`config.mk`:
```
export PLATFORM = sky130hd
export DESIGN_NAME = stepper_ramp_controller_unit
export DESIGN_NICKNAME = d
export VERILOG_FILES = /design/src/rtl/srctl_pkg.sv /design/src/rtl/srctl_div.sv /design/src/rtl/srctl_dp.sv /design/src/rtl/srctl_ctrl.sv /design/src/rtl/stepper_ramp_controller_unit.sv
export SDC_FILE = /design/constraint.sdc
export NUM_CORES = 2
export LEC_CHECK = 0
export ABC_AREA = 1
export CELL_PAD_IN_SITES_DETAIL_PLACEMENT = 0
export CELL_PAD_IN_SITES_GLOBAL_PLACEMENT = 2
export CORE_ASPECT_RATIO = 1.2
export CORE_MARGIN = 1.5
export CORE_UTILIZATION = 36
export DETAILED_ROUTE_END_ITERATION = 16
export DONT_BUFFER_PORTS = 1
export GPL_TIMING_DRIVEN = 0
export PLACE_DENSITY = 0.83
export SETUP_SLACK_MARGIN = 0.05
export SLEW_MARGIN = 25
export SYNTH_ARGS = -nofsm -noshare
export SYNTH_HDL_FRONTEND = slang
export SYNTH_SLANG_ARGS = --single-unit
```
`constraint.sdc`:
```
create_clock -name clk -period 6.2 [get_ports clk]
set_input_delay 0.62 -clock clk [delete_from_list [all_inputs] [get_ports clk]]
set_output_delay 0.62 -clock clk [all_outputs]
set_load 0.01 [all_outputs]
```
`src/rtl/srctl_pkg.sv`:
```
// ----------------------------------------------------------------------------
// srctl_pkg
// Shared types, codes and constants of the stepper ramp controller.
// ----------------------------------------------------------------------------
package srctl_pkg;

    // Default values of the top-level parameters.
    localparam int COUNT_BITS_DEF   = 24;
    localparam int TICKS_PER_MS_DEF = 1000;

    // Fixed field widths.
    localparam int KIND_W  = 2;
    localparam int STEPS_W = 24;
    localparam int CFG_W   = 16;
    localparam int IDX_W   = 2;
    localparam int OUT_W   = 64;

    // Divider geometry.
    localparam int DIV_NUM_W = 64;
    localparam int DIV_DEN_W = 32;
    localparam int DIV_CNT_W = 6;

    // Arithmetic constants.
    localparam logic [31:0] MIN_RPM_Q16   = 32'd40 << 16;
    localparam logic [15:0] MIN_RPM       = 16'd40;
    localparam int          MS_PER_MIN    = 60000;
    localparam int          IDLE_DELAY_MS = 100000;
    localparam logic [5:0]  SEC_PER_MIN   = 6'd60;
    localparam logic [6:0]  RAMP_DIV      = 7'd120;

    // Register reset values.
    localparam logic [15:0] SPR_RST   = 16'd200;
    localparam logic [15:0] RPM_RST   = 16'd60;
    localparam logic [15:0] ACCEL_RST = 16'd100;

    // Input word kinds.
    typedef enum logic [KIND_W-1:0] {
        KIND_TICK    = 2'd0,
        KIND_MOVE    = 2'd1,
        KIND_RELEASE = 2'd2,
        KIND_BAD     = 2'd3
    } kind_t;

    // Result status codes.
    typedef enum logic [1:0] {
        STAT_RUN     = 2'd0,
        STAT_DONE    = 2'd1,
        STAT_LIMIT   = 2'd2,
        STAT_IGNORED = 2'd3
    } stat_t;

    // Configuration register indexes.
    typedef enum logic [IDX_W-1:0] {
        REG_SPR   = 2'd0,
        REG_RPM   = 2'd1,
        REG_ACCEL = 2'd2,
        REG_RAMP  = 2'd3
    } reg_idx_t;

    // Datapath operations issued by the controller.
    typedef enum logic [4:0] {
        OP_NONE,
        OP_LOAD,
        OP_TICK,
        OP_STOP,
        OP_MOVE_SETUP,
        OP_RELEASE,
        OP_IGNORE,
        OP_RAMP_PREP,
        OP_DIV_ACCS,
        OP_ACCS_SAVE,
        OP_DIV_DELTA,
        OP_DELTA_APPLY,
        OP_MUL_DLY,
        OP_DIV_DLY,
        OP_DELAY_SAVE,
        OP_DELAY_IDLE,
        OP_STEP,
        OP_MUL_SQ,
        OP_MUL_SQ_SPR,
        OP_DIV_DX,
        OP_DX_SAVE,
        OP_EMIT
    } op_t;

    typedef struct packed {
        op_t op;
    } cmd_t;

    typedef struct packed {
        logic [KIND_W-1:0] kind;
        logic              moving;
        logic              limit_hit;
        logic              due;
        logic              ramp_en;
        logic              spr_zero;
        logic              dly_idle;
        logic              div_done;
        logic              out_free;
    } dp_status_t;

    // Coil pattern for each of the four phases.
    function automatic logic [3:0] phase_bits(input logic [1:0] ph);
        logic [3:0] b;
        unique case (ph)
            2'd0: b = 4'd5;
            2'd1: b = 4'd6;
            2'd2: b = 4'd10;
            default: b = 4'd9;
        endcase
        return b;
    endfunction

endpackage

```
`src/rtl/srctl_div.sv`:
```
// ----------------------------------------------------------------------------
// srctl_div
// Restoring divider, one quotient bit per cycle, 64-bit dividend over a
// 32-bit divisor.
// ----------------------------------------------------------------------------
module srctl_div
(
    input  logic                               clk,
    input  logic                               rst_n,
    input  logic                               start,
    input  logic [srctl_pkg::DIV_NUM_W-1:0]    num,
    input  logic [srctl_pkg::DIV_DEN_W-1:0]    den,
    output logic [srctl_pkg::DIV_NUM_W-1:0]    quot,
    output logic                               done
);

    logic [srctl_pkg::DIV_NUM_W-1:0] num_reg, num_next;
    logic [srctl_pkg::DIV_DEN_W-1:0] rem_reg, rem_next;
    logic [srctl_pkg::DIV_DEN_W-1:0] den_reg, den_next;
    logic [srctl_pkg::DIV_CNT_W-1:0] cnt_reg, cnt_next;
    logic                            busy_reg, busy_next;
    logic                            done_reg, done_next;
    logic [srctl_pkg::DIV_DEN_W:0]   trial;
    logic [srctl_pkg::DIV_DEN_W:0]   diff;
    logic                            ge;

    // One trial subtraction per cycle.
    assign trial = {rem_reg, num_reg[srctl_pkg::DIV_NUM_W-1]};
    assign diff  = trial - {1'b0, den_reg};
    assign ge    = (trial >= {1'b0, den_reg});

    always_comb
    begin
        num_next  = num_reg;
        rem_next  = rem_reg;
        den_next  = den_reg;
        cnt_next  = cnt_reg;
        busy_next = busy_reg;
        done_next = 1'b0;
        if (start)
        begin
            num_next  = num;
            rem_next  = '0;
            den_next  = den;
            cnt_next  = '0;
            busy_next = 1'b1;
        end
        else if (busy_reg)
        begin
            num_next = {num_reg[srctl_pkg::DIV_NUM_W-2:0], ge};
            rem_next = ge ? diff[srctl_pkg::DIV_DEN_W-1:0]
                          : trial[srctl_pkg::DIV_DEN_W-1:0];
            cnt_next = cnt_reg + 1'b1;
            if (cnt_reg == '1)
            begin
                busy_next = 1'b0;
                done_next = 1'b1;
            end
        end
    end

    always_ff @(posedge clk or negedge rst_n)
    begin
        if (!rst_n)
        begin
            num_reg  <= '0;
            rem_reg  <= '0;
            den_reg  <= '0;
            cnt_reg  <= '0;
            busy_reg <= 1'b0;
            done_reg <= 1'b0;
        end
        else
        begin
            num_reg  <= num_next;
            rem_reg  <= rem_next;
            den_reg  <= den_next;
            cnt_reg  <= cnt_next;
            busy_reg <= busy_next;
            done_reg <= done_next;
        end
    end

    assign quot = num_reg;
    assign done = done_reg;

endmodule

```
`src/rtl/srctl_dp.sv`:
```
// ----------------------------------------------------------------------------
// srctl_dp
// Datapath: configuration registers, motion state, multiplier, divider and
// the output word register.
// ----------------------------------------------------------------------------
module srctl_dp
#(
    parameter int COUNT_BITS   = srctl_pkg::COUNT_BITS_DEF,
    parameter int TICKS_PER_MS = srctl_pkg::TICKS_PER_MS_DEF
)
(
    input  logic                              clk,
    input  logic                              rst_n,
    input  srctl_pkg::cmd_t                   cmd,
    output srctl_pkg::dp_status_t             status,
    input  logic                              cfg_valid,
    input  logic [srctl_pkg::IDX_W-1:0]       cfg_index,
    input  logic [srctl_pkg::CFG_W-1:0]       cfg_data,
    input  logic [srctl_pkg::KIND_W-1:0]      in_kind,
    input  logic [srctl_pkg::STEPS_W-1:0]     in_steps,
    input  logic                              in_lmin,
    input  logic                              in_lmax,
    input  logic                              out_ready,
    output logic                              out_valid,
    output logic [srctl_pkg::OUT_W-1:0]       out_data
);

    localparam logic [63:0] DLY_NUM  = 64'(srctl_pkg::MS_PER_MIN) * 64'(TICKS_PER_MS);
    localparam logic [63:0] IDLE_NUM = 64'(srctl_pkg::IDLE_DELAY_MS) * 64'(TICKS_PER_MS);
    localparam logic [31:0] IDLE_DLY = (IDLE_NUM > 64'hFFFF_FFFF) ? 32'hFFFF_FFFF
                                                                   : IDLE_NUM[31:0];

    // Configuration registers.
    logic [15:0] spr_reg, rpm_reg, accel_reg;
    logic        ramp_reg;

    // Latched input word.
    logic [srctl_pkg::KIND_W-1:0]  kind_reg, kind_next;
    logic [srctl_pkg::STEPS_W-1:0] steps_reg, steps_next;
    logic                          lmin_reg, lmin_next, lmax_reg, lmax_next;

    // Motion state.
    logic [15:0]           pos_reg, pos_next;
    logic                  fwd_reg, fwd_next;
    logic [COUNT_BITS-1:0] rem_reg, rem_next;
    logic [COUNT_BITS-1:0] done_reg, done_next;
    logic [COUNT_BITS-1:0] ramp_reg_steps, ramp_steps_next;
    logic [31:0]           elapsed_reg, elapsed_next;
    logic [31:0]           delay_reg, delay_next;
    logic [31:0]           speed_reg, speed_next;
    logic                  moving_reg, moving_next;
    logic [3:0]            coils_reg, coils_next;
    logic [1:0]            stat_reg, stat_next;
    logic                  taken_reg, taken_next;

    // Arithmetic work registers.
    logic [31:0] s_reg, s_next;
    logic [21:0] accs_reg, accs_next;
    logic [47:0] prod_reg, prod_next;

    // Output word.
    logic                        ov_reg, ov_next;
    logic [srctl_pkg::OUT_W-1:0] od_reg, od_next;

    // Divider hookup.
    logic                                div_start;
    logic [srctl_pkg::DIV_NUM_W-1:0]     div_num;
    logic [srctl_pkg::DIV_DEN_W-1:0]     div_den;
    logic [srctl_pkg::DIV_NUM_W-1:0]     div_q;
    logic                                div_done;

    // Helper values.
    logic [23:0]           mag;
    logic [15:0]           accel_eff;
    logic [21:0]           acc60;
    logic [22:0]           acc120;
    logic [COUNT_BITS-1:0] half;
    logic [COUNT_BITS-1:0] rem_dec;
    logic [15:0]           pos_step;
    logic [16:0]           pos_inc;
    logic [63:0]           sum;
    logic [31:0]           s_ramp;

    srctl_div u_div
    (
        .clk   (clk),
        .rst_n (rst_n),
        .start (div_start),
        .num   (div_num),
        .den   (div_den),
        .quot  (div_q),
        .done  (div_done)
    );

    assign mag       = -steps_reg;
    assign accel_eff = (accel_reg == '0) ? 16'd1 : accel_reg;
    assign acc60     = 22'(accel_reg) * 22'(srctl_pkg::SEC_PER_MIN);
    assign acc120    = 23'(accel_eff) * 23'(srctl_pkg::RAMP_DIV);
    assign half      = rem_reg >> 1;
    assign rem_dec   = rem_reg - 1'b1;
    assign pos_inc   = {1'b0, pos_reg} + 17'd1;

    // Next position of one step in the travel direction.
    always_comb
    begin
        if (fwd_reg)
            pos_step = (pos_inc >= {1'b0, spr_reg}) ? 16'd0 : pos_inc[15:0];
        else if (pos_reg == '0)
            pos_step = (spr_reg != '0) ? spr_reg - 1'b1 : 16'd0;
        else
            pos_step = pos_reg - 1'b1;
    end

    // Ramp speed update from the divided increment.
    always_comb
    begin
        sum    = 64'(s_reg) + div_q;
        s_ramp = s_reg;
        if (done_reg < ramp_reg_steps)
            s_ramp = (sum > 64'hFFFF_FFFF) ? 32'hFFFF_FFFF : sum[31:0];
        else if ((rem_reg < ramp_reg_steps) && (s_reg > srctl_pkg::MIN_RPM_Q16))
            s_ramp = (div_q >= 64'(s_reg - srctl_pkg::MIN_RPM_Q16))
                     ? srctl_pkg::MIN_RPM_Q16 : s_reg - div_q[31:0];
    end

    // Divider operand selection.
    always_comb
    begin
        div_start = 1'b0;
        div_num   = DLY_NUM;
        div_den   = prod_reg[31:0];
        unique case (cmd.op)
            srctl_pkg::OP_DIV_ACCS:
            begin
                div_start = 1'b1;
                div_num   = 64'(acc60);
                div_den   = 32'(spr_reg);
            end
            srctl_pkg::OP_DIV_DELTA:
            begin
                div_start = 1'b1;
                div_num   = {10'd0, accs_reg, 32'd0};
                div_den   = s_reg;
            end
            srctl_pkg::OP_DIV_DX:
            begin
                div_start = 1'b1;
                div_num   = 64'(prod_reg);
                div_den   = 32'(acc120);
            end
            srctl_pkg::OP_DIV_DLY:
            begin
                div_start = 1'b1;
            end
            default:
            begin
                div_start = 1'b0;
            end
        endcase
    end

    // Operation decode.
    always_comb
    begin
        kind_next       = kind_reg;
        steps_next      = steps_reg;
        lmin_next       = lmin_reg;
        lmax_next       = lmax_reg;
        pos_next        = pos_reg;
        fwd_next        = fwd_reg;
        rem_next        = rem_reg;
        done_next       = done_reg;
        ramp_steps_next = ramp_reg_steps;
        elapsed_next    = elapsed_reg;
        delay_next      = delay_reg;
        speed_next      = speed_reg;
        moving_next     = moving_reg;
        coils_next      = coils_reg;
        stat_next       = stat_reg;
        taken_next      = taken_reg;
        s_next          = s_reg;
        accs_next       = accs_reg;
        prod_next       = prod_reg;
        ov_next         = ov_reg && !out_ready;
        od_next         = od_reg;
        unique case (cmd.op)
            srctl_pkg::OP_LOAD:
            begin
                kind_next  = in_kind;
                steps_next = in_steps;
                lmin_next  = in_lmin;
                lmax_next  = in_lmax;
                stat_next  = srctl_pkg::STAT_RUN;
                taken_next = 1'b0;
            end
            srctl_pkg::OP_TICK:
            begin
                if (elapsed_reg != '1)
                    elapsed_next = elapsed_reg + 1'b1;
            end
            srctl_pkg::OP_STOP:
            begin
                moving_next = 1'b0;
                stat_next   = srctl_pkg::STAT_LIMIT;
            end
            srctl_pkg::OP_MOVE_SETUP:
            begin
                if (steps_reg[23])
                begin
                    rem_next = COUNT_BITS'(mag);
                    fwd_next = 1'b0;
                end
                else
                begin
                    rem_next = COUNT_BITS'(steps_reg);
                    if (steps_reg != '0)
                        fwd_next = 1'b1;
                end
                done_next       = '0;
                ramp_steps_next = '0;
                s_next          = ramp_reg ? srctl_pkg::MIN_RPM_Q16 : {rpm_reg, 16'd0};
                speed_next      = s_next;
                moving_next     = (rem_next != '0);
                stat_next       = moving_next ? srctl_pkg::STAT_RUN : srctl_pkg::STAT_DONE;
            end
            srctl_pkg::OP_RELEASE:
            begin
                coils_next = '0;
            end
            srctl_pkg::OP_IGNORE:
            begin
                stat_next = srctl_pkg::STAT_IGNORED;
            end
            srctl_pkg::OP_RAMP_PREP:
            begin
                s_next    = (speed_reg < srctl_pkg::MIN_RPM_Q16) ? srctl_pkg::MIN_RPM_Q16
                                                                 : speed_reg;
                accs_next = '0;
            end
            srctl_pkg::OP_ACCS_SAVE:
            begin
                accs_next = div_q[21:0];
            end
            srctl_pkg::OP_DELTA_APPLY:
            begin
                s_next     = s_ramp;
                speed_next = s_ramp;
            end
            srctl_pkg::OP_MUL_DLY:
            begin
                prod_next = 48'(32'(spr_reg) * 32'(s_reg[31:16]));
            end
            srctl_pkg::OP_DELAY_SAVE:
            begin
                delay_next = (div_q > 64'hFFFF_FFFF) ? 32'hFFFF_FFFF : div_q[31:0];
            end
            srctl_pkg::OP_DELAY_IDLE:
            begin
                delay_next = IDLE_DLY;
            end
            srctl_pkg::OP_STEP:
            begin
                elapsed_next = '0;
                pos_next     = pos_step;
                rem_next     = rem_dec;
                done_next    = done_reg + 1'b1;
                coils_next   = srctl_pkg::phase_bits(pos_step[1:0]);
                taken_next   = 1'b1;
                if (rem_dec == '0)
                begin
                    moving_next = 1'b0;
                    stat_next   = srctl_pkg::STAT_DONE;
                end
            end
            srctl_pkg::OP_MUL_SQ:
            begin
                prod_next = 48'(32'(rpm_reg) * 32'(rpm_reg));
            end
            srctl_pkg::OP_MUL_SQ_SPR:
            begin
                prod_next = 48'(prod_reg[31:0]) * 48'(spr_reg);
            end
            srctl_pkg::OP_DX_SAVE:
            begin
                ramp_steps_next = (div_q < 64'(half)) ? COUNT_BITS'(div_q) : half;
            end
            srctl_pkg::OP_EMIT:
            begin
                ov_next = 1'b1;
                od_next = {speed_reg[31:16],
                           ~(lmin_reg & lmax_reg),
                           stat_reg,
                           taken_reg,
                           24'(rem_reg),
                           pos_reg,
                           coils_reg};
            end
            default:
            begin
                kind_next = kind_reg;
            end
        endcase
    end

    // Configuration writes.
    always_ff @(posedge clk or negedge rst_n)
    begin
        if (!rst_n)
        begin
            spr_reg   <= srctl_pkg::SPR_RST;
            rpm_reg   <= srctl_pkg::RPM_RST;
            accel_reg <= srctl_pkg::ACCEL_RST;
            ramp_reg  <= 1'b0;
        end
        else if (cfg_valid)
        begin
            unique case (srctl_pkg::reg_idx_t'(cfg_index))
                srctl_pkg::REG_SPR:   spr_reg   <= cfg_data;
                srctl_pkg::REG_RPM:   rpm_reg   <= cfg_data;
                srctl_pkg::REG_ACCEL: accel_reg <= cfg_data;
                srctl_pkg::REG_RAMP:  ramp_reg  <= cfg_data[0];
                default:              ramp_reg  <= ramp_reg;
            endcase
        end
    end

    // State registers.
    always_ff @(posedge clk or negedge rst_n)
    begin
        if (!rst_n)
        begin
            kind_reg       <= '0;
            steps_reg      <= '0;
            lmin_reg       <= 1'b1;
            lmax_reg       <= 1'b1;
            pos_reg        <= '0;
            fwd_reg        <= 1'b0;
            rem_reg        <= '0;
            done_reg       <= '0;
            ramp_reg_steps <= '0;
            elapsed_reg    <= '1;
            delay_reg      <= '0;
            speed_reg      <= '0;
            moving_reg     <= 1'b0;
            coils_reg      <= '0;
            stat_reg       <= '0;
            taken_reg      <= 1'b0;
            s_reg          <= '0;
            accs_reg       <= '0;
            prod_reg       <= '0;
            ov_reg         <= 1'b0;
            od_reg         <= '0;
        end
        else
        begin
            kind_reg       <= kind_next;
            steps_reg      <= steps_next;
            lmin_reg       <= lmin_next;
            lmax_reg       <= lmax_next;
            pos_reg        <= pos_next;
            fwd_reg        <= fwd_next;
            rem_reg        <= rem_next;
            done_reg       <= done_next;
            ramp_reg_steps <= ramp_steps_next;
            elapsed_reg    <= elapsed_next;
            delay_reg      <= delay_next;
            speed_reg      <= speed_next;
            moving_reg     <= moving_next;
            coils_reg      <= coils_next;
            stat_reg       <= stat_next;
            taken_reg      <= taken_next;
            s_reg          <= s_next;
            accs_reg       <= accs_next;
            prod_reg       <= prod_next;
            ov_reg         <= ov_next;
            od_reg         <= od_next;
        end
    end

    // Status toward the controller.
    assign status.kind      = kind_reg;
    assign status.moving    = moving_reg;
    assign status.limit_hit = (!lmin_reg && !fwd_reg) || (!lmax_reg && fwd_reg);
    assign status.due       = (elapsed_reg >= delay_reg);
    assign status.ramp_en   = ramp_reg;
    assign status.spr_zero  = (spr_reg == '0);
    assign status.dly_idle  = (spr_reg == '0) || (s_reg[31:16] == '0);
    assign status.div_done  = div_done;
    assign status.out_free  = !ov_reg || out_ready;

    assign out_valid = ov_reg;
    assign out_data  = od_reg;

endmodule

```
`src/rtl/srctl_ctrl.sv`:
```
// ----------------------------------------------------------------------------
// srctl_ctrl
// Controller: sequences the datapath through decode, ramp update, delay
// computation, step and result output for each input word.
// ----------------------------------------------------------------------------
module srctl_ctrl
(
    input  logic                  clk,
    input  logic                  rst_n,
    input  logic                  in_valid,
    output logic                  in_ready,
    input  srctl_pkg::dp_status_t status,
    output srctl_pkg::cmd_t       cmd
);

    typedef enum logic [16:0] {
        ST_IDLE       = 17'h00001,
        ST_DECODE     = 17'h00002,
        ST_EVAL       = 17'h00004,
        ST_RAMP       = 17'h00008,
        ST_ACCS_GO    = 17'h00010,
        ST_ACCS_WAIT  = 17'h00020,
        ST_DELTA_GO   = 17'h00040,
        ST_DELTA_WAIT = 17'h00080,
        ST_DLY_SEL    = 17'h00100,
        ST_DLY_GO     = 17'h00200,
        ST_DLY_WAIT   = 17'h00400,
        ST_STEP       = 17'h00800,
        ST_DX_SQ      = 17'h01000,
        ST_DX_MUL     = 17'h02000,
        ST_DX_GO      = 17'h04000,
        ST_DX_WAIT    = 17'h08000,
        ST_EMIT       = 17'h10000
    } state_t;

    state_t state_reg, state_next;
    logic   is_tick;

    assign is_tick  = (status.kind == srctl_pkg::KIND_TICK);
    assign in_ready = (state_reg == ST_IDLE);

    always_comb
    begin
        state_next = state_reg;
        cmd.op     = srctl_pkg::OP_NONE;
        unique case (state_reg)
            ST_IDLE:
            begin
                if (in_valid)
                begin
                    cmd.op     = srctl_pkg::OP_LOAD;
                    state_next = ST_DECODE;
                end
            end
            ST_DECODE:
            begin
                if (is_tick)
                begin
                    cmd.op     = srctl_pkg::OP_TICK;
                    state_next = ST_EVAL;
                end
                else if (status.kind == srctl_pkg::KIND_MOVE && !status.moving)
                begin
                    cmd.op     = srctl_pkg::OP_MOVE_SETUP;
                    state_next = status.ramp_en ? ST_DX_SQ : ST_DLY_SEL;
                end
                else if (status.kind == srctl_pkg::KIND_RELEASE && !status.moving)
                begin
                    cmd.op     = srctl_pkg::OP_RELEASE;
                    state_next = ST_EMIT;
                end
                else
                begin
                    cmd.op     = srctl_pkg::OP_IGNORE;
                    state_next = ST_EMIT;
                end
            end
            ST_EVAL:
            begin
                if (!status.moving)
                    state_next = ST_EMIT;
                else if (status.limit_hit)
                begin
                    cmd.op     = srctl_pkg::OP_STOP;
                    state_next = ST_EMIT;
                end
                else if (status.due)
                    state_next = status.ramp_en ? ST_RAMP : ST_STEP;
                else
                    state_next = ST_EMIT;
            end
            ST_RAMP:
            begin
                cmd.op     = srctl_pkg::OP_RAMP_PREP;
                state_next = status.spr_zero ? ST_DELTA_GO : ST_ACCS_GO;
            end
            ST_ACCS_GO:
            begin
                cmd.op     = srctl_pkg::OP_DIV_ACCS;
                state_next = ST_ACCS_WAIT;
            end
            ST_ACCS_WAIT:
            begin
                if (status.div_done)
                begin
                    cmd.op     = srctl_pkg::OP_ACCS_SAVE;
                    state_next = ST_DELTA_GO;
                end
            end
            ST_DELTA_GO:
            begin
                cmd.op     = srctl_pkg::OP_DIV_DELTA;
                state_next = ST_DELTA_WAIT;
            end
            ST_DELTA_WAIT:
            begin
                if (status.div_done)
                begin
                    cmd.op     = srctl_pkg::OP_DELTA_APPLY;
                    state_next = ST_DLY_SEL;
                end
            end
            ST_DLY_SEL:
            begin
                if (status.dly_idle)
                begin
                    cmd.op     = srctl_pkg::OP_DELAY_IDLE;
                    state_next = is_tick ? ST_STEP : ST_EMIT;
                end
                else
                begin
                    cmd.op     = srctl_pkg::OP_MUL_DLY;
                    state_next = ST_DLY_GO;
                end
            end
            ST_DLY_GO:
            begin
                cmd.op     = srctl_pkg::OP_DIV_DLY;
                state_next = ST_DLY_WAIT;
            end
            ST_DLY_WAIT:
            begin
                if (status.div_done)
                begin
                    cmd.op     = srctl_pkg::OP_DELAY_SAVE;
                    state_next = is_tick ? ST_STEP : ST_EMIT;
                end
            end
            ST_STEP:
            begin
                cmd.op     = srctl_pkg::OP_STEP;
                state_next = ST_EMIT;
            end
            ST_DX_SQ:
            begin
                cmd.op     = srctl_pkg::OP_MUL_SQ;
                state_next = ST_DX_MUL;
            end
            ST_DX_MUL:
            begin
                cmd.op     = srctl_pkg::OP_MUL_SQ_SPR;
                state_next = ST_DX_GO;
            end
            ST_DX_GO:
            begin
                cmd.op     = srctl_pkg::OP_DIV_DX;
                state_next = ST_DX_WAIT;
            end
            ST_DX_WAIT:
            begin
                if (status.div_done)
                begin
                    cmd.op     = srctl_pkg::OP_DX_SAVE;
                    state_next = ST_DLY_SEL;
                end
            end
            ST_EMIT:
            begin
                if (status.out_free)
                begin
                    cmd.op     = srctl_pkg::OP_EMIT;
                    state_next = ST_IDLE;
                end
            end
            default:
            begin
                state_next = ST_IDLE;
            end
        endcase
    end

    always_ff @(posedge clk or negedge rst_n)
    begin
        if (!rst_n)
            state_reg <= ST_IDLE;
        else
            state_reg <= state_next;
    end

endmodule

```
`src/rtl/stepper_ramp_controller_unit.sv`:
```
// ----------------------------------------------------------------------------
// stepper_ramp_controller_unit
// Four-wire stepper driver with constant-speed or trapezoidal ramp moves.
// ----------------------------------------------------------------------------
//  Channel   Direction  Handshake          Word
//  s_*       in         s_tvalid/s_tready  tick, move or release command
//  m_*       out        m_tvalid/m_tready  one result word per command
//  cfg_*     in         cfg_valid/cfg_ready register index and value
//
//  A ramp step runs up to three passes of the shared divider; a move runs
//  up to one, or up to two with the ramp enabled.
//  Reset leaves position 0, coils off and the block ready for a word.
//  A waiting result sits in the output register while the next word is taken;
//  a second result waits until the first one leaves, with s_tready low.
// ----------------------------------------------------------------------------
module stepper_ramp_controller_unit
#(
    parameter int COUNT_BITS   = srctl_pkg::COUNT_BITS_DEF,
    parameter int TICKS_PER_MS = srctl_pkg::TICKS_PER_MS_DEF
)
(
    input  logic                          clk,
    input  logic                          rst_n,
    input  logic                          s_tvalid,
    output logic                          s_tready,
    // step_count[23:0], limit_min_low[24], limit_max_low[25], zero pad
    input  logic [31:0]                   s_tdata,
    // kind[1:0]
    input  logic [srctl_pkg::KIND_W-1:0]  s_tuser,
    output logic                          m_tvalid,
    input  logic                          m_tready,
    // coils[3:0], position[19:4], remaining[43:20], step_taken[44],
    // status[46:45], blocked[47], profile_speed[63:48]
    output logic [srctl_pkg::OUT_W-1:0]   m_tdata,
    input  logic                          cfg_valid,
    output logic                          cfg_ready,
    input  logic [srctl_pkg::IDX_W-1:0]   cfg_index,
    input  logic [srctl_pkg::CFG_W-1:0]   cfg_data
);

    srctl_pkg::cmd_t       cmd;
    srctl_pkg::dp_status_t status;

    assign cfg_ready = 1'b1;

    srctl_ctrl u_ctrl
    (
        .clk      (clk),
        .rst_n    (rst_n),
        .in_valid (s_tvalid),
        .in_ready (s_tready),
        .status   (status),
        .cmd      (cmd)
    );

    srctl_dp
    #(
        .COUNT_BITS   (COUNT_BITS),
        .TICKS_PER_MS (TICKS_PER_MS)
    )
    u_dp
    (
        .clk       (clk),
        .rst_n     (rst_n),
        .cmd       (cmd),
        .status    (status),
        .cfg_valid (cfg_valid),
        .cfg_index (cfg_index),
        .cfg_data  (cfg_data),
        .in_kind   (s_tuser),
        .in_steps  (s_tdata[23:0]),
        .in_lmin   (s_tdata[24]),
        .in_lmax   (s_tdata[25]),
        .out_ready (m_tready),
        .out_valid (m_tvalid),
        .out_data  (m_tdata)
    );

    // A word taken starts processing; no second word enters next cycle.
    a_one_at_a_time: assert property (@(posedge clk) disable iff (!rst_n)
        s_tvalid && s_tready |=> !s_tready)
        else $error("input taken twice in a row");

    // A new result appears only from the output load step.
    a_emit_source: assert property (@(posedge clk) disable iff (!rst_n)
        $rose(m_tvalid) |-> $past(cmd.op == srctl_pkg::OP_EMIT))
        else $error("result valid without output load");

    // A step never comes with a limit stop or an ignored command.
    a_step_status: assert property (@(posedge clk) disable iff (!rst_n)
        m_tvalid && m_tdata[44] |-> (m_tdata[46:45] == srctl_pkg::STAT_RUN) ||
                                     (m_tdata[46:45] == srctl_pkg::STAT_DONE))
        else $error("step reported with wrong status");

endmodule
```
# Yosys cells after proc, flatten, opt, wreduce, memory -nomap -nowiden
# Index checks and enable logic that the tools add are counted.
# classes
n_addsub	12
mul	5
order_cmp	11
n_eq_ne	54
muxes	81
bitwise_logic	2
reduce_logical	51
# op_table
cell	count
32-bit 2-to-1 mux	11
17-bit one-hot mux with 16 select lines	1
17-bit 2-to-1 mux	12
32-bit one-hot mux with 2 select lines	3
32-bit one-hot mux with 3 select lines	2
54-bit one-hot mux with 3 select lines	1
24-bit one-hot mux with 2 select lines	3
48-bit one-hot mux with 3 select lines	1
64-bit by 32-bit > comparator with 1-bit output (second input constant)	2
64-bit 2-to-1 mux	2
5-bit one-hot mux with 17 select lines	1
16-bit 2-to-1 mux	5
24-bit 2-to-1 mux	3
32-bit by 64-bit adder with 64-bit output	1
64-bit >= comparator	1
16-bit zero test	4
64-bit by 23-bit < comparator with 1-bit output	1
16-bit by 16-bit multiplier with 32-bit output	2
32-bit subtractor	2
24-bit < comparator	2
32-bit by 16-bit multiplier with 48-bit output	1
24-bit nonzero test	2
22-bit one-hot mux with 2 select lines	1
5-bit by 4-bit == test with 1-bit output (second input constant)	8
69 further kinds	144
# word_totals
reg_bits	590
in_bits	57
out_inout_bits	67
elab_cells	248

# Logic depth before layout (Yosys ltp)
# depth
depth_word	11
depth_mapped	32

# By module
# Synthesis repeated with hierarchy kept, for this count alone.
# unflattened
cells_unflattened	10986
hier_area_um2	79208.5
# modules_own_cells
mod	instances	cells_per_inst	area_per_inst_um2	seq_area_each_um2
srctl_dp	1	9582	69285.2	10990.5
srctl_div	1	1184	8509.4	3403.3
srctl_ctrl	1	218	1402.6	426.7
stepper_ramp_controller_unit	1	2	11.3	0.0

# Worst setup path before layout
# OpenSTA, ideal clock, no wires.
# synth_timing
path_type	reg-to-reg
startpoint	register u_dp.spr_reg[15]
endpoint	register u_dp.prod_reg[43]
setup_time_ns	0.130
arrival_ns	6.236
required_ns	6.070
path_slack_ns	-0.166
path_stages_with_launch	29
synth_period_minus_slack_ns	6.366
path_cell_list	dfrtp_1 -> clkbuf_1 -> clkbuf_1 -> clkbuf_1 -> nand2_1 -> fa_1 -> fa_1 -> inv_1 -> fa_1 -> fa_1 -> fa_1 -> inv_1 -> fa_1 -> inv_1 -> ha_1 -> nand2_1 -> nor2_1 -> inv_1 -> nor2_1 -> inv_1 -> nor2_1 -> a21oi_1 -> o21bai_1 -> nand3_1 -> nand3_1 -> a21oi_1 -> or2_2 -> nand3_1 -> o21ai_0
# synth_between
elab_chain_cells	6
word_cells_on_any_way	10
classes_between	mul: 1; eq/ne: 3; mux: 3; reduce/logical: 3
# synth_rtl
element	line	rtl
start: declaration	srctl_dp.sv:34	logic [15:0] spr_reg, rpm_reg, accel_reg;
start signal: assignment	srctl_dp.sv:310	spr_reg <= srctl_pkg::SPR_RST;
start signal: assignment	srctl_dp.sv:318	srctl_pkg::REG_SPR: spr_reg <= cfg_data;
branches (longest 6 deep; another with 32-bit by 16-bit multiplier with 48-bit output)	--	
end signal: assignment	srctl_dp.sv:374	prod_reg <= prod_next;
end: declaration	srctl_dp.sv:59	logic [47:0] prod_reg, prod_next;
# Parallel ways; which one is timed is not known.
# A chain may end at the register's enable or synchronous reset.

# Worst setup path after layout
# layout_timing
startpoint	register u_dp.spr_reg[6]
endpoint	register u_dp.prod_reg[40]
# Same word-level chain as after synthesis.

==> run_summary.xml <==
<?xml version="1.0" encoding="UTF-8"?>
<metrics>
  <group name="status">
    <metric name="status" unit="">finished, violations left</metric>
    <metric name="failing_checks" unit="">negative setup slack</metric>
  </group>
  <group name="hold_path">
    <metric name="whs_endpoint" unit="">u_dp.steps_reg[18]$_DFFE_PN0P_</metric>
    <metric name="hold_path_depth" unit="">2</metric>
    <metric name="hold_class" unit="">input pin to register</metric>
    <metric name="hold_path_startpoint" unit="">s_tdata[18]</metric>
  </group>
  <group name="yosys">
    <metric name="asyncSetResetFlopFracSynth" unit="">1.00</metric>
    <metric name="synth.top_cell.area_share" unit="">0.214</metric>
    <metric name="synth_edf_count" unit="">0</metric>
    <metric name="synth-adder-area-share" unit="">0.320</metric>
    <metric name="yosys_warnings" unit="">0</metric>
    <metric name="syn_area_per_cell" unit="µm²">7.34</metric>
    <metric name="postSynthNetCount" unit="">12200</metric>
    <metric name="unique_masters_post_synth" unit="">75</metric>
    <metric name="synth_ff_type" unit="">dfrtp_1</metric>
    <metric name="sequential_to_total_area_share_from_yosys_stat" unit="">0.190</metric>
    <metric name="postSynthCellCount" unit="">10700</metric>
    <metric name="synth_top_cells_by_area" unit="">fa_1 21%, dfrtp_1 17%, nand2_1 12%</metric>
    <metric name="dominant_cell_by_count_in_the_synthesized_netlist" unit="">nand2_1</metric>
    <metric name="compound_cell_area_share_of_the_yosys_netlist" unit="">0.113</metric>
    <metric name="combinational_family_with_the_most_area_after_synthesis" unit="">adder cells</metric>
    <metric name="synth-xor-area-share" unit="">0.0320</metric>
    <metric name="synth-seq-cells" unit="">590</metric>
    <metric name="synth_top_cells_by_count" unit="">2482 x nand2_1, 2271 x inv_1, 837 x fa_1</metric>
    <metric name="synth_area" unit="µm²">78200</metric>
    <metric name="share_of_synthesized_area_spent_on_multiplexers" unit="">0.000128</metric>
    <metric name="synth-simple-area-share" unit="">0.212</metric>
    <metric name="synth_top_cell_by_area" unit="">fa_1</metric>
  </group>
  <group name="setup_path">
    <metric name="path_max_fanout" unit="">7</metric>
    <metric name="slowest_delay" unit="ns">0.67</metric>
    <metric name="cp.arrival" unit="ns">7.11</metric>
    <metric name="crit_path_end_kind" unit="">register</metric>
    <metric name="cp_slowest_cell" unit="">dfstp_4</metric>
    <metric name="regToRegSetupSlack" unit="ns">-0.32</metric>
    <metric name="timing.rr.end" unit="">u_dp.prod_reg[40]$_DFFE_PN0P_</metric>
    <metric name="r2r.worst_path.cells" unit="">26</metric>
    <metric name="path_common_cell" unit="">inv_2</metric>
    <metric name="r2r_start" unit="">u_dp.spr_reg[6]$_DFFE_PN1P_</metric>
    <metric name="path_class" unit="">register to register</metric>
    <metric name="cp.required" unit="ns">6.78</metric>
    <metric name="timing.critical_path.from_type" unit="">register</metric>
  </group>
  <group name="global_route">
    <metric name="globalRouteMet1Util" unit="">0.381</metric>
    <metric name="gr-usage-met3" unit="">0.0612</metric>
    <metric name="grt.met2_usage" unit="">0.568</metric>
    <metric name="leftover_overflow_at_the_end_of_global_routing" unit="">0</metric>
    <metric name="grt_pass1_vias" unit="">77000</metric>
    <metric name="global_route.peak_usage_layer" unit="">met2</metric>
    <metric name="gr-usage-all-layers" unit="">0.338</metric>
    <metric name="global_route_wire_length_before_repair" unit="mm">539</metric>
    <metric name="grt_antenna_before_repair" unit="">22</metric>
    <metric name="grt_start_max_net_pins" unit="">591</metric>
  </group>
  <group name="die">
    <metric name="floorplan.initialDensity" unit="">0.362</metric>
    <metric name="pin_count" unit="">124</metric>
    <metric name="core_area" unit="µm²">216000</metric>
    <metric name="design.die.area" unit="µm²">220000</metric>
    <metric name="std_cell_rows" unit="">187</metric>
    <metric name="die_span_in_x" unit="µm">428</metric>
    <metric name="die-height" unit="µm">513</metric>
  </group>
  <group name="sta">
    <metric name="worst_case_clock_skew" unit="ns">0.0781</metric>
    <metric name="max_slew.worst_pin.slew" unit="ns">1.21</metric>
    <metric name="setup_viol_count_final" unit="">30</metric>
    <metric name="finalCritPeriodShare" unit="">1.05</metric>
    <metric name="fmaxAchievable" unit="GHz">0.153</metric>
    <metric name="finalCriticalPeriod" unit="ns">6.52</metric>
    <metric name="setup_tns" unit="ns">-4.77</metric>
    <metric name="finalWorstSetupSlack" unit="ns">-0.322</metric>
    <metric name="final_hold_viol_count" unit="">0</metric>
    <metric name="slew_headroom" unit="">0.193</metric>
    <metric name="hold_slack" unit="ns">0.0291</metric>
    <metric name="rsz0062_at_grt" unit="">true</metric>
    <metric name="timing_max_transition_violations_final" unit="">0</metric>
  </group>
  <group name="clocking">
    <metric name="clk_transition_reported_paths" unit="ns">0.07</metric>
    <metric name="worstSkewPairLatency" unit="ns">0.75</metric>
    <metric name="max-clock-path-buffers" unit="">3</metric>
    <metric name="cts_tree" unit="">built</metric>
    <metric name="tritoncts.num_buffers" unit="">75</metric>
    <metric name="cts.root.buffer_cell" unit="">clkbuf_16</metric>
    <metric name="clkSinkCount" unit="">590</metric>
    <metric name="htreeDepth" unit="">3</metric>
  </group>
  <group name="drt">
    <metric name="drtPass1Iterations" unit="">7</metric>
    <metric name="drt_first_iter_violations" unit="">6033</metric>
    <metric name="detail_route.wl_per_cell" unit="µm">26.9</metric>
    <metric name="post_drt_via_cell_ratio" unit="">5.35</metric>
    <metric name="drt.antenna.violating_nets" unit="">0</metric>
    <metric name="routed_via_count" unit="">74400</metric>
    <metric name="routed_wl" unit="mm">374</metric>
    <metric name="remaining_drc_errors" unit="">0</metric>
  </group>
  <group name="placement">
    <metric name="gp_routability_congestion" unit="">1.02</metric>
    <metric name="half_perimeter_wire_length_after_detailed_placement" unit="mm">304</metric>
    <metric name="post-place-cells" unit="">13500</metric>
    <metric name="port_buffers" unit="">0</metric>
  </group>
  <group name="layout">
    <metric name="layoutNonFillerInstCount" unit="">13900</metric>
    <metric name="layout-drive-gt1-share" unit="">0.127</metric>
    <metric name="final_core_density" unit="">0.427</metric>
    <metric name="flow.area_growth_from_synthesis" unit="%">17.9</metric>
    <metric name="final_net_count" unit="">12500</metric>
  </group>
  <group name="flow_run">
    <metric name="maxCapViolCount" unit="">0</metric>
  </group>
</metrics>
cell usage in the layout (no fill, tap or decap), drive strengths merged, types with 32 or more instances in the layout:
cell / count
nor3: 144
o211ai: 32
nor2: 674
fa: 837
nand3: 426
dfstp: 45
ha: 661
buf: 446
a21oi: 566
nand2: 2493
inv: 2301
a22oi: 38
clkbuf: 299
nand4: 152
xor2: 219
or2: 35
nor4: 49
xnor2: 67
dfrtp: 545
o22ai: 119
o21ai: 594
area by class of cell:
type / count / area (µm²)
Fill cell: 22400 / 124000
Multi-Input combinational cell: 7346 / 56000
Sequential cell: 590 / 14900
Inverter: 2300 / 8650
Buffer: 379 / 3560
Tap cell: 2835 / 3550
Timing Repair Buffer: 296 / 2810
Clock buffer: 89 / 2000
Clock inverter: 47 / 664
Antenna cell: 13 / 32.5
logic make-up (layout without fill, tap and decap cells):
logic type,Yosys count,in the layout
and+or+nand+nor,3994,3994
AOI/OAI and AO/OA,1566,1566
DFF,590,590
xor gates and xnor gates,286,286
buffers and inverters,2720,3111
muxes,1,1
other,1,14
adders and majority gates,1498,1498
per-layer routing:
metal	wire length, µm	share of wire	up-vias
met5	143	0.00038	-
met4	35400	0.095	20
met3	24600	0.066	1003
met2	176000	0.47	2792
met1	138000	0.37	36800
li1	-	-	33800
critical path: cells and delay by family (launching register included):
family	cells	cell delay, ns
buffers and inverters	7	0.53
AOI/OAI and AO/OA	4	0.86
DFF	1	0.67
and+or+nand+nor	8	0.96
adders and majority gates	7	3.31
how the worst max path moves through the flow:
stage	from	to	cells past startpoint
2_1_floorplan	u_dp.spr_reg[7]$_DFFE_PN1P_	u_dp.prod_reg[43]$_DFFE_PN0P_	27
3_3_place_gp	u_dp.prod_reg[9]$_DFFE_PN0P_	u_dp.prod_reg[35]$_DFFE_PN0P_	23
3_5_place_dp	u_dp.spr_reg[7]$_DFFE_PN1P_	u_dp.prod_reg[35]$_DFFE_PN0P_	23
4_1_cts	u_dp.spr_reg[3]$_DFFE_PN1P_	u_dp.prod_reg[40]$_DFFE_PN0P_	25
5_1_grt	u_dp.spr_reg[7]$_DFFE_PN1P_	u_dp.prod_reg[40]$_DFFE_PN0P_	27
6_report	u_dp.spr_reg[6]$_DFFE_PN1P_	u_dp.prod_reg[40]$_DFFE_PN0P_	26
metrics by stage:
| step | area, µm² | setup WS, ns |
|---|---|---|
| final | 92200 | -0.322 |
| after global routing | 92100 | -0.484 |
| after CTS | 90100 | -0.310 |
| after detailed placement | 82000 | -3.11 |
| after global placement | 81700 | -3.58 |
| after floorplan | 78200 | 0.0466 |
timing repair:
item,CTS,global route
pin swaps,183,306
cloned,1,1
hold buffers,18,2
hold endpoints to repair,601,212
buffers inserted,179,87
endpoints found under the setup margin,42,40
gates resized for setup,1043,408
Power is left out: the tool's default activity adds up to more than one toggle a clock period on the data nets, which glitch-free logic cannot reach.
